File: src/rtl/bsfd_pkg.sv
// Package for the byte stuffed frame deframer.
// Holds the shared register indexes, result codes and record types.
// No dependencies.
package bsfd_pkg;

	localparam int unsigned ByteW  = 8;
	localparam int unsigned IdW    = 16;
	localparam int unsigned KindW  = 2;
	localparam int unsigned CfgIdxW = 2;

	localparam logic [CfgIdxW-1:0] CFG_START  = 2'd0;
	localparam logic [CfgIdxW-1:0] CFG_ESCAPE = 2'd1;
	localparam logic [CfgIdxW-1:0] CFG_END    = 2'd2;

	localparam logic [ByteW-1:0] START_RESET  = 8'h7E;
	localparam logic [ByteW-1:0] ESCAPE_RESET = 8'h7D;
	localparam logic [ByteW-1:0] END_RESET    = 8'h7F;

	localparam logic [ByteW-1:0] ESCAPE_XOR   = 8'h20;
	localparam logic [ByteW-1:0] LENGTH_BIAS  = 8'd2;
	localparam logic [IdW-1:0]   ID_RESET     = 16'hFFFF;

	localparam logic [KindW-1:0] KIND_PAYLOAD = 2'd0;
	localparam logic [KindW-1:0] KIND_DONE    = 2'd1;
	localparam logic [KindW-1:0] KIND_ABANDON = 2'd2;

	typedef struct packed {
		logic [ByteW-1:0] start_char;
		logic [ByteW-1:0] escape_char;
		logic [ByteW-1:0] end_char;
	} cfg_t;

	typedef struct packed {
		logic [KindW-1:0] kind;
		logic [ByteW-1:0] data_byte;
		logic [ByteW-1:0] byte_index;
		logic [IdW-1:0]   frame_id;
		logic [ByteW-1:0] payload_length;
	} result_t;

endpackage

File: src/rtl/bsfd_cfg.sv
// Configuration registers of the deframer: start, escape and end byte values.
// Depends on bsfd_pkg.
module bsfd_cfg import bsfd_pkg::*; (
	input  logic               clk,
	input  logic               arst_n,
	input  logic               cfg_we,
	input  logic [CfgIdxW-1:0] cfg_index,
	input  logic [ByteW-1:0]   cfg_data,
	output cfg_t               cfg
);

	cfg_t cfg_q;

	always_ff @(posedge clk or negedge arst_n) begin
		if (!arst_n) begin
			cfg_q.start_char  <= START_RESET;
			cfg_q.escape_char <= ESCAPE_RESET;
			cfg_q.end_char    <= END_RESET;
		end else if (cfg_we) begin
			case (cfg_index)
				CFG_START:  cfg_q.start_char  <= cfg_data;
				CFG_ESCAPE: cfg_q.escape_char <= cfg_data;
				CFG_END:    cfg_q.end_char    <= cfg_data;
				default: ;
			endcase
		end
	end

	assign cfg = cfg_q;

endmodule

File: src/rtl/bsfd_core.sv
// Framing state of the deframer and the next-state logic for one received byte.
// Produces at most one result per accepted byte. Depends on bsfd_pkg.
module bsfd_core import bsfd_pkg::*; (
	input  logic             clk,
	input  logic             arst_n,
	input  cfg_t             cfg,
	input  logic             accept,
	input  logic [ByteW-1:0] rx_byte,
	output logic             res_valid,
	output result_t          res
);

	localparam logic [2:0] PH_SOF     = 3'd0;
	localparam logic [2:0] PH_LENGTH  = 3'd1;
	localparam logic [2:0] PH_MAJOR   = 3'd2;
	localparam logic [2:0] PH_MINOR   = 3'd3;
	localparam logic [2:0] PH_PAYLOAD = 3'd4;
	localparam logic [2:0] PH_END     = 3'd5;

	logic [2:0]       phase_q, phase_d;
	logic             pending_q, pending_d;
	logic [ByteW-1:0] exp_len_q, exp_len_d;
	logic [ByteW-1:0] count_q, count_d;
	logic [IdW-1:0]   ident_q, ident_d;

	always_comb begin
		logic [ByteW-1:0] b;
		logic [ByteW-1:0] count_inc;
		logic [2:0]       ph;
		phase_d   = phase_q;
		pending_d = pending_q;
		exp_len_d = exp_len_q;
		count_d   = count_q;
		ident_d   = ident_q;
		res_valid = 1'b0;
		res       = '0;
		b         = rx_byte;
		ph        = phase_q;
		count_inc = count_q + 8'd1;
		if (accept) begin
			if (rx_byte == cfg.escape_char) begin
				pending_d = 1'b1;
			end else begin
				pending_d = pending_q;
				if (rx_byte == cfg.start_char) begin
					if (phase_q != PH_SOF) begin
						res_valid = 1'b1;
						res.kind  = KIND_ABANDON;
					end
					ph        = PH_SOF;
					pending_d = 1'b0;
				end
				if (pending_d) begin
					b = rx_byte ^ ESCAPE_XOR;
				end
				pending_d = 1'b0;
				phase_d   = ph;
				case (ph)
					PH_LENGTH: begin
						exp_len_d = b - LENGTH_BIAS;
						phase_d   = PH_MAJOR;
					end
					PH_MAJOR: begin
						ident_d = {b, 8'h00};
						phase_d = PH_MINOR;
					end
					PH_MINOR: begin
						ident_d = {ident_q[IdW-1:ByteW], b};
						phase_d = (exp_len_q == 8'd0) ? PH_END : PH_PAYLOAD;
					end
					PH_PAYLOAD: begin
						res_valid      = 1'b1;
						res.kind       = KIND_PAYLOAD;
						res.data_byte  = b;
						res.byte_index = count_q;
						count_d        = count_inc;
						if (count_inc == exp_len_q) begin
							phase_d = PH_END;
						end
					end
					PH_END: begin
						if (b == cfg.end_char) begin
							res_valid          = 1'b1;
							res.kind           = KIND_DONE;
							res.frame_id       = ident_q;
							res.payload_length = exp_len_q;
							phase_d            = PH_SOF;
						end
					end
					default: begin
						phase_d = PH_SOF;
						if (b == cfg.start_char) begin
							exp_len_d = 8'd0;
							count_d   = 8'd0;
							phase_d   = PH_LENGTH;
						end
					end
				endcase
			end
		end
	end

	always_ff @(posedge clk or negedge arst_n) begin
		if (!arst_n) begin
			phase_q   <= PH_SOF;
			pending_q <= 1'b0;
			exp_len_q <= 8'd0;
			count_q   <= 8'd0;
			ident_q   <= ID_RESET;
		end else begin
			phase_q   <= phase_d;
			pending_q <= pending_d;
			exp_len_q <= exp_len_d;
			count_q   <= count_d;
			ident_q   <= ident_d;
		end
	end

	// A raw start byte that is not the escape byte always opens a new frame.
	assert property (@(posedge clk) disable iff (!arst_n)
		accept && rx_byte == cfg.start_char && rx_byte != cfg.escape_char
		|=> phase_q == PH_LENGTH)
		else $error("start byte did not open a frame");

	// An escape byte is dropped and leaves the escape flag set.
	assert property (@(posedge clk) disable iff (!arst_n)
		accept && rx_byte == cfg.escape_char |-> !res_valid ##1 pending_q)
		else $error("escape byte not held as pending");

	// Payload results come only from the payload phase.
	assert property (@(posedge clk) disable iff (!arst_n)
		res_valid && res.kind == KIND_PAYLOAD |-> phase_q == PH_PAYLOAD)
		else $error("payload result outside the payload phase");

	// An abandon result always returns framing to a freshly opened frame.
	assert property (@(posedge clk) disable iff (!arst_n)
		res_valid && res.kind == KIND_ABANDON |=> phase_q == PH_LENGTH && count_q == 8'd0)
		else $error("abandon did not restart framing");

endmodule

File: src/rtl/bsfd_outbuf.sv
// Output register with one skid entry, so the input side never waits on a
// stall of the current cycle. Depends on bsfd_pkg.
module bsfd_outbuf import bsfd_pkg::*; (
	input  logic    clk,
	input  logic    arst_n,
	input  logic    push,
	input  result_t push_res,
	output logic    full,
	output logic    out_valid,
	input  logic    out_stall,
	output result_t out_res
);

	logic    main_valid_q, skid_valid_q;
	result_t main_q, skid_q;
	logic    pop;

	assign pop = main_valid_q && !out_stall;

	always_ff @(posedge clk or negedge arst_n) begin
		if (!arst_n) begin
			main_valid_q <= 1'b0;
			skid_valid_q <= 1'b0;
		end else if (pop || !main_valid_q) begin
			main_valid_q <= skid_valid_q || push;
			skid_valid_q <= skid_valid_q && push;
		end else if (push) begin
			skid_valid_q <= 1'b1;
		end
	end

	always_ff @(posedge clk) begin
		if (pop || !main_valid_q) begin
			if (skid_valid_q) begin
				main_q <= skid_q;
				skid_q <= push_res;
			end else begin
				main_q <= push_res;
			end
		end else if (push) begin
			skid_q <= push_res;
		end
	end

	assign full      = skid_valid_q;
	assign out_valid = main_valid_q;
	assign out_res   = main_q;

	// The skid entry is only ever filled behind a waiting main entry.
	assert property (@(posedge clk) disable iff (!arst_n)
		skid_valid_q |-> main_valid_q)
		else $error("skid entry holds a request ahead of the output");

	// A request pushed while the output is stalled lands in the skid entry.
	assert property (@(posedge clk) disable iff (!arst_n)
		push && main_valid_q && out_stall |=> skid_valid_q)
		else $error("request lost behind a stalled output");

	// A push is never taken while both entries are occupied.
	assert property (@(posedge clk) disable iff (!arst_n)
		push |-> !skid_valid_q)
		else $error("push into a full output buffer");

endmodule

File: src/rtl/byte_stuffed_frame_deframer.sv
// Top level of the byte stuffed, length framed deframer.
// Instantiates bsfd_cfg, bsfd_core and bsfd_outbuf; depends on bsfd_pkg.
//
//   channel  | handshake            | payload
//   ---------+----------------------+----------------------------------------------
//   input    | in_valid / in_stall  | rx_byte
//   output   | out_valid / out_stall| kind, data_byte, byte_index, frame_id,
//            |                      | payload_length
//   config   | cfg_we               | cfg_index, cfg_data
//
// A byte is taken every cycle while in_stall is low; a result is registered in
// the main entry, or in the skid entry behind a stalled output. in_stall rises
// only when both entries hold a request: a register, not the output's stall.
// Reset restores the default start, escape and end bytes and waits for a start.
module byte_stuffed_frame_deframer import bsfd_pkg::*; (
	input  logic               clk,
	input  logic               arst_n,
	input  logic               cfg_we,
	input  logic [CfgIdxW-1:0] cfg_index,
	input  logic [ByteW-1:0]   cfg_data,
	input  logic               in_valid,
	output logic               in_stall,
	input  logic [ByteW-1:0]   rx_byte,
	output logic               out_valid,
	input  logic               out_stall,
	output logic [KindW-1:0]   kind,
	output logic [ByteW-1:0]   data_byte,
	output logic [ByteW-1:0]   byte_index,
	output logic [IdW-1:0]     frame_id,
	output logic [ByteW-1:0]   payload_length
);

	cfg_t    cfg;
	logic    accept;
	logic    res_valid;
	result_t res;
	result_t out_res;
	logic    full;

	assign in_stall = full;
	assign accept   = in_valid && !full;

	bsfd_cfg u_cfg (
		.clk       (clk),
		.arst_n    (arst_n),
		.cfg_we    (cfg_we),
		.cfg_index (cfg_index),
		.cfg_data  (cfg_data),
		.cfg       (cfg)
	);

	bsfd_core u_core (
		.clk       (clk),
		.arst_n    (arst_n),
		.cfg       (cfg),
		.accept    (accept),
		.rx_byte   (rx_byte),
		.res_valid (res_valid),
		.res       (res)
	);

	bsfd_outbuf u_outbuf (
		.clk       (clk),
		.arst_n    (arst_n),
		.push      (res_valid),
		.push_res  (res),
		.full      (full),
		.out_valid (out_valid),
		.out_stall (out_stall),
		.out_res   (out_res)
	);

	assign kind           = out_res.kind;
	assign data_byte      = out_res.data_byte;
	assign byte_index     = out_res.byte_index;
	assign frame_id       = out_res.frame_id;
	assign payload_length = out_res.payload_length;

endmodule
File: config.mk
export PLATFORM = sky130hd
export DESIGN_NAME = byte_stuffed_frame_deframer
export DESIGN_NICKNAME = d
export VERILOG_FILES = /design/src/rtl/bsfd_pkg.sv /design/src/rtl/bsfd_cfg.sv /design/src/rtl/bsfd_core.sv /design/src/rtl/bsfd_outbuf.sv /design/src/rtl/byte_stuffed_frame_deframer.sv
export SDC_FILE = /design/constraint.sdc
export NUM_CORES = 1
export LEC_CHECK = 0
export BUFFER_PORTS_ARGS = -buffer_cell sky130_fd_sc_hd__buf_4
export CAP_MARGIN = 30
export CORE_AREA = 4 4 129 131
export DETAILED_ROUTE_END_ITERATION = 7
export DIE_AREA = 0 0 133 135
export SLEW_MARGIN = 10
export SYNTH_ARGS = -nofsm -noshare
export SYNTH_HDL_FRONTEND = slang
export SYNTH_SLANG_ARGS = --single-unit
File: constraint.sdc
create_clock -name clk -period 8.1 [get_ports clk]
set_input_delay 0.405 -clock clk [delete_from_list [all_inputs] [get_ports clk]]
set_output_delay 0.405 -clock clk [all_outputs]
set_load 0.02 [all_outputs]
==> out/results.ini, run 1 <==
[power_and_ir_drop]
internal-power_mw=1.893
ir_drop_mv=0.1493
p_seq_share_pct=45.6
cellPowerDensity_nw_per_um2=349.6
p_leak_nw=3.238
pwr-share-clk_pct=28.1
p_sw_share_pct=30.99
combPwrFrac_pct=26.2
finalPower_mw=2.744
p_sw_mw=0.8503

[worst_setup_path]
cp_max_fo=27
r2r_slack_ns=4.76
crit_chain=xnor2_1, nand4_1, nor3_1, o211ai_1, a41oi_1, mux2_2, buf_12
cp_slowest_cell=nor3_1
cp.required_ns=8.21
worst_path_dominant_cell_family=simple AND/OR/NAND/NOR gates
crit_path_start_kind=flip-flop
cp.arrival_ns=3.45
cp.depth=7
critPathBufInv=1
critPathMaxStageDelay_ns=0.58
worstSetupPathType=reg2reg
setup.worst_path.end_class=flip-flop
reg2reg_depth=7

[min_path]
min_path_type=in2async

[sta]
tightest_slew_ns=0.7862
slew_violations=0
rsz0062_at_grt=false
setup_slack_ns=4.761
fin_setup_tns_ns=0
period_share_pct=41.23
period_minus_slack_ns=3.339
slew_headroom_pct=47.59
hold_viol_final=0
setup_viol=0
fmax_mhz=299.5
hold_ws_ns=0.08568
skew_ns=0.01175

[cells_and_area]
fin_nets=574
multi_input_area_um2=2243
synthToLayoutAreaGrowth_pct=19.38
stdcell_area_um2=7848
ff_latch_area_um2=4118
nFillCells=1367
antennaDiodeCount=0
drive_above_1_share_pct=31.49

[clock_network]
cts_hold_buf=0
clock-sinks=146
postCtsSetupBuffers=0
root_buffer=clkbuf_16
insertion_delay_ns=0.42
cts_made_buffers=17
path_clk_slew_ns=0.06
h-tree-depth=4
cts_tree=done
cts_resized=0
clockBufferDepth=2

[flow_run]
cap_violations=0

[die]
die_x_um=133
pin_count=67
die_h_um=135
core_area_um2=15600
die_area_um2=17960
start_util_pct=42.15
rows=46

[detailed_routing]
drc_errors=0
drt-total-wl_mm=13.61
drtPass1Iterations=5
viasPerCell=5.188
routed-via-count=4036
wl_per_cell_um=17.49
drtIter0Drc=284
ant_nets=0

[synthesis]
synthCells=485
synth.most_common_cell=edfxtp_1
syn_nets=510
synth-seq-area-share_pct=62.64
syn-mean-instance-area_um2=13.55
ys_types=61
synth_top_area_cell=edfxtp_1
synth_common_cells=edfxtp_1, and2_1, dfstp_2, mux2_2
yosysTopAreaCellShare_pct=38.37
synth_ff_type=edfxtp_1
yosysWarnings=0
synth_edf_count=84
synthArstFlopShare_pct=42.47
synth_area_leaders=edfxtp_1, dfstp_2, dfrtp_1
ys_ff_latch=146
synth_area_um2=6574

[grt]
grt_pass1_vias=4180
grt_usage_pct=16.00
antenna_found_initial=0
overflow=0
grt_pass1_wl_mm=22.40
grt_max_degree=63

[outcome]
status=finished clean

[placement]
dp_hpwl_mm=9.474
dpl_cell_area_um2=7253
gp_congestion=0.8701
numPortBuffers=66
dpl_worst_slack_ns=4.666

[per-layer routing]
layer	GRT usage [%]	wire length, um
met1	21.79	6372
met2	24.49	6333
met3	4.769	644
met4	5.658	255
met5	0	0
[cell families (layout without fill, tap and decap cells)]
| kind of cell | count (synthesis) | after routing | synth area share, % |
|---|---|---|---|
| AOI/OAI and AO/OA | 97 | 97 | 11.34 |
| xor gates and xnor gates | 38 | 38 | 5.177 |
| adders and majority gates | 3 | 3 | 0.5329 |
| buffers and inverters | 41 | 118 | 3.273 |
| DFF | 146 | 146 | 62.64 |
| muxes | 37 | 37 | 6.300 |
| and+or+nand+nor | 123 | 123 | 10.73 |
[flip-flops by register name (all words and copies together), names as in the netlist]
signal and cells:
u_outbuf.full 1, u_outbuf.out_valid 1, u_core.pending_q 1, u_outbuf.skid_q 42, u_core.exp_len_q 8, u_outbuf.out_res 42
u_core.ident_q 16, u_cfg.cfg 24, u_core.count_q 8, u_core.phase_q 3
[final timing paths]
kind	startpoint	endpoint
max in group asynchronous	arst_n	u_core.exp_len_q[5]
hold / removal	arst_n	u_core.pending_q
hold reg to reg	u_core.ident_q[1]	u_core.ident_q[1]
setup reg to reg	u_cfg.cfg[18]	u_outbuf.skid_q[8]
setup / recovery	u_cfg.cfg[18]	u_outbuf.skid_q[8]
min in group clk	cfg_data[3]	u_cfg.cfg[11]
[stage by stage]
| stage | util [%] | instances |
|---|---|---|
| finish | 50.31 | 778 |
| global route | 50.31 | 778 |
| CTS | 50.26 | 777 |
| detailed placement | 46.50 | 745 |
| global placement | 46.20 | 743 |
| floorplan | - | 485 |
[power groups by stage]
stage / clock network (mW) / logic (mW) / registers (mW)
finish: 0.772 / 0.719 / 1.25
global route: 0.820 / 0.785 / 1.28
CTS: 0.788 / 0.731 / 1.26
detailed placement: 0 / 0.728 / 1.27
global placement: 0 / 0.715 / 1.26
floorplan: 0 / 0.391 / 1.31
[final cells by class]
cell class                      instances  area share (%)
Clock buffer                           21           5.740
Clock inverter                         11           1.738
Inverter                               13          0.6218
Multi-Input combinational cell        298           28.59
Sequential cell                       146           52.47
Tap cell                              216           3.444
Timing Repair Buffer                   73           7.398
[layout by cell type, fill, tap and decap left out, types with 4 or more instances in the layout]
| master | n |
|---|---|
| a21o_1 | 20 |
| o22ai_1 | 6 |
| clkinv_2 | 5 |
| or3_1 | 6 |
| nor2b_1 | 7 |
| and2_1 | 36 |
| o21ai_0 | 10 |
| a21oi_1 | 4 |
| edfxtp_1 | 84 |
| inv_1 | 13 |
| nand2_1 | 20 |
| nor3_1 | 13 |
| nand4_1 | 6 |
| nand3_1 | 6 |
| dfrtp_1 | 27 |
| dfstp_2 | 35 |
| buf_4 | 70 |
| clkbuf_16 | 17 |
| xnor2_1 | 26 |
| nor2_1 | 8 |
| xor2_1 | 11 |
| o31ai_1 | 5 |
| a22o_1 | 27 |
| mux2_2 | 35 |
No activity file was read; power rests on OpenSTA's default activity.
==> run 2: changes to the inputs <==
--- a/config.mk
+++ b/config.mk
@@ -5,11 +5,12 @@
 export SDC_FILE = /design/constraint.sdc
 export NUM_CORES = 1
 export LEC_CHECK = 0
+export ABC_AREA = 1
 export BUFFER_PORTS_ARGS = -buffer_cell sky130_fd_sc_hd__buf_4
 export CAP_MARGIN = 30
-export CORE_AREA = 4 4 129 131
+export CORE_AREA = 4 4 131 133
 export DETAILED_ROUTE_END_ITERATION = 7
-export DIE_AREA = 0 0 133 135
+export DIE_AREA = 0 0 135 137
 export SLEW_MARGIN = 10
 export SYNTH_ARGS = -nofsm -noshare
 export SYNTH_HDL_FRONTEND = slang
==> constraint.sdc (replaced) <==
create_clock -name clk -period 3 [get_ports clk]
set_input_delay 0.15 -clock clk [delete_from_list [all_inputs] [get_ports clk]]
set_output_delay 0.15 -clock clk [all_outputs]
set_load 0.02 [all_outputs]
==> run 2 against run 1 <==
Setup slack worse by 4.5 ns. Register-to-register slack got worse by 4.5 ns. Critical path depth is 7 higher. Global-route usage up 0.47 points. Non-clock buffer count is 4 higher. Critical path type unchanged.
==> out/results.ini, run 2 <==
[sta]
hold_viol_final=0
fmax_mhz=370.7
setup_slack_ns=0.3021
fin_setup_tns_ns=0
period_minus_slack_ns=2.698
tightest_slew_ns=0.8053
slew_headroom_pct=46.31
slew_violations=0
period_share_pct=89.93
rsz0062_at_grt=false
setup_viol=0
skew_ns=0.006119

[grt]
grt_max_degree=63
grt_pass1_vias=4654
grt_usage_pct=16.47
grt_pass1_wl_mm=23.74
overflow=0
antenna_found_initial=0

[clock_network]
root_buffer=clkbuf_16
clock-sinks=146
path_clk_slew_ns=0.06
insertion_delay_ns=0.43
clockBufferDepth=2
cts_made_buffers=17
h-tree-depth=4
cts_tree=done

[synthesis]
synth_top_family_by_area=simple AND/OR/NAND/NOR gates
synth_area_um2=6789
synthAdderAreaFrac_pct=0.3686
yosys.area_share.simple_pct=19.94
synth_area_leaders=edfxtp_1, dfstp_2, dfrtp_1
synth_xor_area_share_pct=2.967
synth-seq-area-share_pct=60.65
yosysWarnings=0
synth_ff_type=edfxtp_1
syn-mean-instance-area_um2=10.29
synthCells=660
synth_top_area_cell=edfxtp_1
synth-compound-area-share_pct=8.920
yosysTopAreaCellShare_pct=37.15
synth_common_cells=nand2_1, edfxtp_1, inv_1
syn_nets=685
synth.most_common_cell=nand2_1
synth_edf_count=84
ys_ff_latch=146
ys_types=41
synthArstFlopShare_pct=42.47
muxShareOfSynthArea_pct=0

[worst_setup_path]
worstSetupPathType=reg2reg
cp_slowest_cell=dfstp_2
cp_max_fo=21
cp.required_ns=3.13
path_common_cell=nand2_1
crit_path_start_kind=flip-flop
cp.arrival_ns=2.83
crit_chain=xnor2_1, nand2_1, nor2_2, nand2_4, nand2_2, nand2_1, nand3_2, nand3_4, nand2_1, nand3_1, nand2_1, nand2_1, nand2_1, clkbuf_16
critPathMaxStageDelay_ns=0.54
setup.worst_path.end_class=flip-flop

[cells_and_area]
antennaDiodeCount=0
instances_no_fill=961
multi_input_area_um2=2198
drive_above_1_share_pct=23.76
synthToLayoutAreaGrowth_pct=19.79
most-common-layout-cells=nand2_1, edfxtp_1, inv_1, buf_4, o21ai_0
final_common_cell=nand2_1
nFillCells=1437
ff_latch_area_um2=4118
fin_nets=757

[min_path]
min_path_type=in2reg

[detailed_routing]
drtIter0Drc=347
routed-via-count=4752
viasPerCell=4.945
drtPass1Iterations=5
ant_nets=0
drc_errors=0
wl_per_cell_um=15.00
drt-total-wl_mm=14.41

[placement]
dp_cells=922
gp_congestion=0.9016
dpl_worst_slack_ns=0.3218
numPortBuffers=66
dp_hpwl_mm=9.705

[die]
start_util_pct=42.89
die_area_um2=18500
die_h_um=137
die_x_um=135
core_area_um2=15830
rows=46
pin_count=67

[power_and_ir_drop]
p_leak_nw=3.819
ir_drop_mv=0.4232
cellPowerDensity_nw_per_um2=775.4

[outcome]
status=finished clean

[flow_run]
cap_violations=0

[run 2: cells by family (layout without fill, tap and decap cells)]
logic type | count (synthesis) | after routing
flops | 146 | 146
xor+xnor | 23 | 23
compound gates | 115 | 115
simple gates | 265 | 266
fa+ha+maj | 2 | 2
buf+inv | 109 | 193
[run 2: critical path, delay by kind of cell, from the launching register on]
family	cells	cell delay [ns]
DFF	1	0.54
xor gates and xnor gates	1	0.12
buffers and inverters	1	0.25
and+or+nand+nor	12	1.47
[run 2: metrics by stage]
stage | hold slack, ns | util [%] | power, mW | instance area, um2
6_report | 0.009361 | 51.38 | 6.306 | 8133
4_1_cts | 0.004158 | 51.15 | 6.347 | 8095
5_1_grt | 0.01930 | 51.38 | 6.655 | 8133
2_1_floorplan | -0.1456 | - | 3.780 | 6789
3_3_place_gp | 0.2861 | 47.03 | 4.193 | 7443
3_5_place_dp | 0.2868 | 47.03 | 4.233 | 7443
[run 2: area by class of cell]
| class | instances | area share, % |
|---|---|---|
| well taps | 216 | 3.323 |
| repair buffers | 77 | 7.631 |
| inverters | 84 | 3.985 |
| clock inverters | 6 | 0.4615 |
| clock buffers | 26 | 6.938 |
| flip-flops and latches | 146 | 50.63 |
| multi-input cells | 406 | 27.03 |
[run 2: worst paths after layout]
check | end | cells past startpoint | from | slack, ns
worst max-delay path | u_outbuf.skid_q[24] | 14 | u_cfg.cfg[18] | 0.30
worst min-delay path | u_cfg.cfg[12] | 3 | cfg_data[4] | 0.009
worst max register to register | u_outbuf.skid_q[24] | 14 | u_cfg.cfg[18] | 0.30
worst min register to register | u_cfg.cfg[14] | 2 | u_cfg.cfg[14] | 0.49
max in group asynchronous | u_core.count_q[7] | 2 | arst_n | 2.12
min in group asynchronous | u_core.phase_q[0] | 2 | arst_n | 0.36
[run 2: repair_timing]
action                                  CTS  global route
hold buffers                              5             0
buffers inserted                          0             0
gates resized for setup                   0             1
endpoints found under the hold margin    36             0
endpoints found under the setup margin    0            42
[run 2: layer usage]
| metal | vias to the layer above | wire, um | track usage, % |
|---|---|---|---|
| li1 | 2355 | - | - |
| met1 | 2245 | 6913 | 23.19 |
| met2 | 124 | 6426 | 24.87 |
| met3 | 28 | 793 | 4.375 |
| met4 | 0 | 279 | 5.543 |
| met5 | - | 0 | 0 |
[run 2: power by group]
group,switching (mW),internal [mW],leakage [nW],total [mW]
clock,0.803,1.30,0.297,2.10
sequential,0.245,2.63,1.66,2.87
combinational,0.847,0.485,1.86,1.33
total,1.89,4.41,3.82,6.31
==> run 3: changes to the inputs <==
--- a/config.mk
+++ b/config.mk
@@ -11,6 +11,8 @@
 export CORE_AREA = 4 4 131 133
 export DETAILED_ROUTE_END_ITERATION = 7
 export DIE_AREA = 0 0 135 137
+export MAX_ROUTING_LAYER = met4
+export PLACE_DENSITY_LB_ADDON = 0.08
 export SLEW_MARGIN = 10
 export SYNTH_ARGS = -nofsm -noshare
 export SYNTH_HDL_FRONTEND = slang
==> run 3 against run 2 <==
Utilization down 0.079 points. Sequential cell count unchanged. Clock power about the same. First-iteration DRC count down 24%. Final area down 0.15%. Combinational power about the same. Fmax up 1.3%. Clock skew up 0.0047 ns. Non-clock buffer count up 3. Sequential power about the same. Hold slack better by 0.0028 ns. Highest routed layer unchanged.
==> out/results.ini, run 3 (synthesis results as in run 2) <==
[sta]
period_share_pct=88.82
tightest_slew_ns=0.8322
hold_ws_ns=0.01218
period_minus_slack_ns=2.664
setup_slack_ns=0.3355
rsz0062_at_grt=false
fmax_mhz=375.3
setup_viol=0
skew_ns=0.01078
slew_violations=0
slew_headroom_pct=44.52
fin_setup_tns_ns=0
hold_viol_final=0

[power_and_ir_drop]
finalPower_mw=6.300
cellPowerDensity_nw_per_um2=775.8
ir_drop_mv=0.4936
p_leak_nw=3.816

[detailed_routing]
drc_errors=0
drtPass1Iterations=4
routed-via-count=4671
drt-total-wl_mm=14.25
drtIter0Drc=265
ant_nets=0
viasPerCell=4.850
wl_per_cell_um=14.80

[outcome]
status=finished clean

[clock_network]
clock-sinks=146
cts_resized=0
h-tree-depth=4
root_buffer=clkbuf_16
clockBufferDepth=2
cts_made_buffers=17
insertion_delay_ns=0.43
cts_tree=done
path_clk_slew_ns=0.06

[min_path]
min_path_type=in2reg
holdPathStages=3

[placement]
dpl_cell_area_um2=7471
numPortBuffers=66
dp_hpwl_mm=9.905
dpl_worst_slack_ns=0.3710
dp_cells=924
gp_congestion=0.8452

[worst_setup_path]
cp_slowest_cell=dlygate4sd3_1
worst_path_dominant_cell_family=simple AND/OR/NAND/NOR gates
crit_chain=dlygate4sd3_1, buf_4, inv_2, nand2_1, nand2_1, nand2_1, nor2_2, nand2_4, nand2_2, nand2_2, nand3_2, nand3_4, nand2_1, nand3_1, nand2_1, nand2_1, nand2_1, buf_12
reg2reg_depth=14
worstSetupPathType=in2reg
cp.depth=18
path_common_cell=nand2_1
critPathMaxStageDelay_ns=0.54
cp.required_ns=3.11
crit_path_start_kind=primary input
cp_max_fo=32
setup.worst_path.end_class=flip-flop
critPathBufInv=4
cp.arrival_ns=2.78

[cells_and_area]
finish.utilization_pct=51.30
nFillCells=1478
most-common-layout-cells=nand2_1, edfxtp_1, inv_1, buf_4, o21ai_0
drive_above_1_share_pct=23.56
synthToLayoutAreaGrowth_pct=19.61
final_common_cell=nand2_1
fin_nets=759
stdcell_area_um2=8120
antennaDiodeCount=0
instances_no_fill=963

[grt]
grt_max_degree=63
overflow=0
grt_pass1_vias=4516
grt_pass1_wl_mm=23.53
grt_usage_pct=16.90
antenna_found_initial=0

[die]
core_area_um2=15830
rows=46
die_x_um=135
die_h_um=137
die_area_um2=18500
start_util_pct=42.89
pin_count=67

[flow_run]
cap_violations=0

==> run 3: area by class of cell <==
cell class	instances	area [um2]	share of cell area (%)
Tap cell	216	270.3	3.328
Multi-Input combinational cell	405	2188	26.95
Clock inverter	12	142.6	1.757
Timing Repair Buffer	80	643.1	7.920
Sequential cell	146	4118	50.71
Inverter	84	321.6	3.960
Clock buffer	20	436.7	5.378
==> run 3: worst paths after layout <==
path,startpoint,endpoint,slack (ns)
worst max register to register,u_cfg.cfg[18],u_outbuf.skid_q[33],0.40
max in group asynchronous,arst_n,u_core.exp_len_q[7],2.08
worst max-delay path,rx_byte[1],u_outbuf.skid_q[33],0.34
worst min register to register,u_core.ident_q[13],u_core.ident_q[13],0.49
worst min-delay path,cfg_data[4],u_cfg.cfg[20],0.01
min in group asynchronous,arst_n,u_core.pending_q,0.36
==> run 3: worst register-to-register path: stages, from the launching register on <==
cell	delay [ns]
dfstp_2	0.54
xnor2_1	0.11
nand2_1	0.08
nor2_2	0.17
nand2_4	0.14
nand2_2	0.10
nand2_2	0.06
nand3_2	0.09
nand3_4	0.21
nand2_1	0.19
nand3_1	0.11
nand2_1	0.07
nand2_1	0.06
nand2_1	0.13
buf_12	0.21
==> run 3: timing repair <==
action	in CTS	in global routing
hold buffers	7	0
buffers inserted	0	0
endpoints found under the hold margin	41	0
==> run 3: report_power, final <==
group | internal (mW) | switching [mW]
registers | 2.63 | 0.246
clock network | 1.30 | 0.803
logic | 0.491 | 0.835
==> run 3: routing by layer <==
layer	global-route usage [%]	share of wire, %	vias to the layer above
li1	-	-	2350
met2	25.57	47	99
met4	4.535	0.94	0
met5	-	0	-
met3	4.412	4.6	11
met1	22.84	48	2211
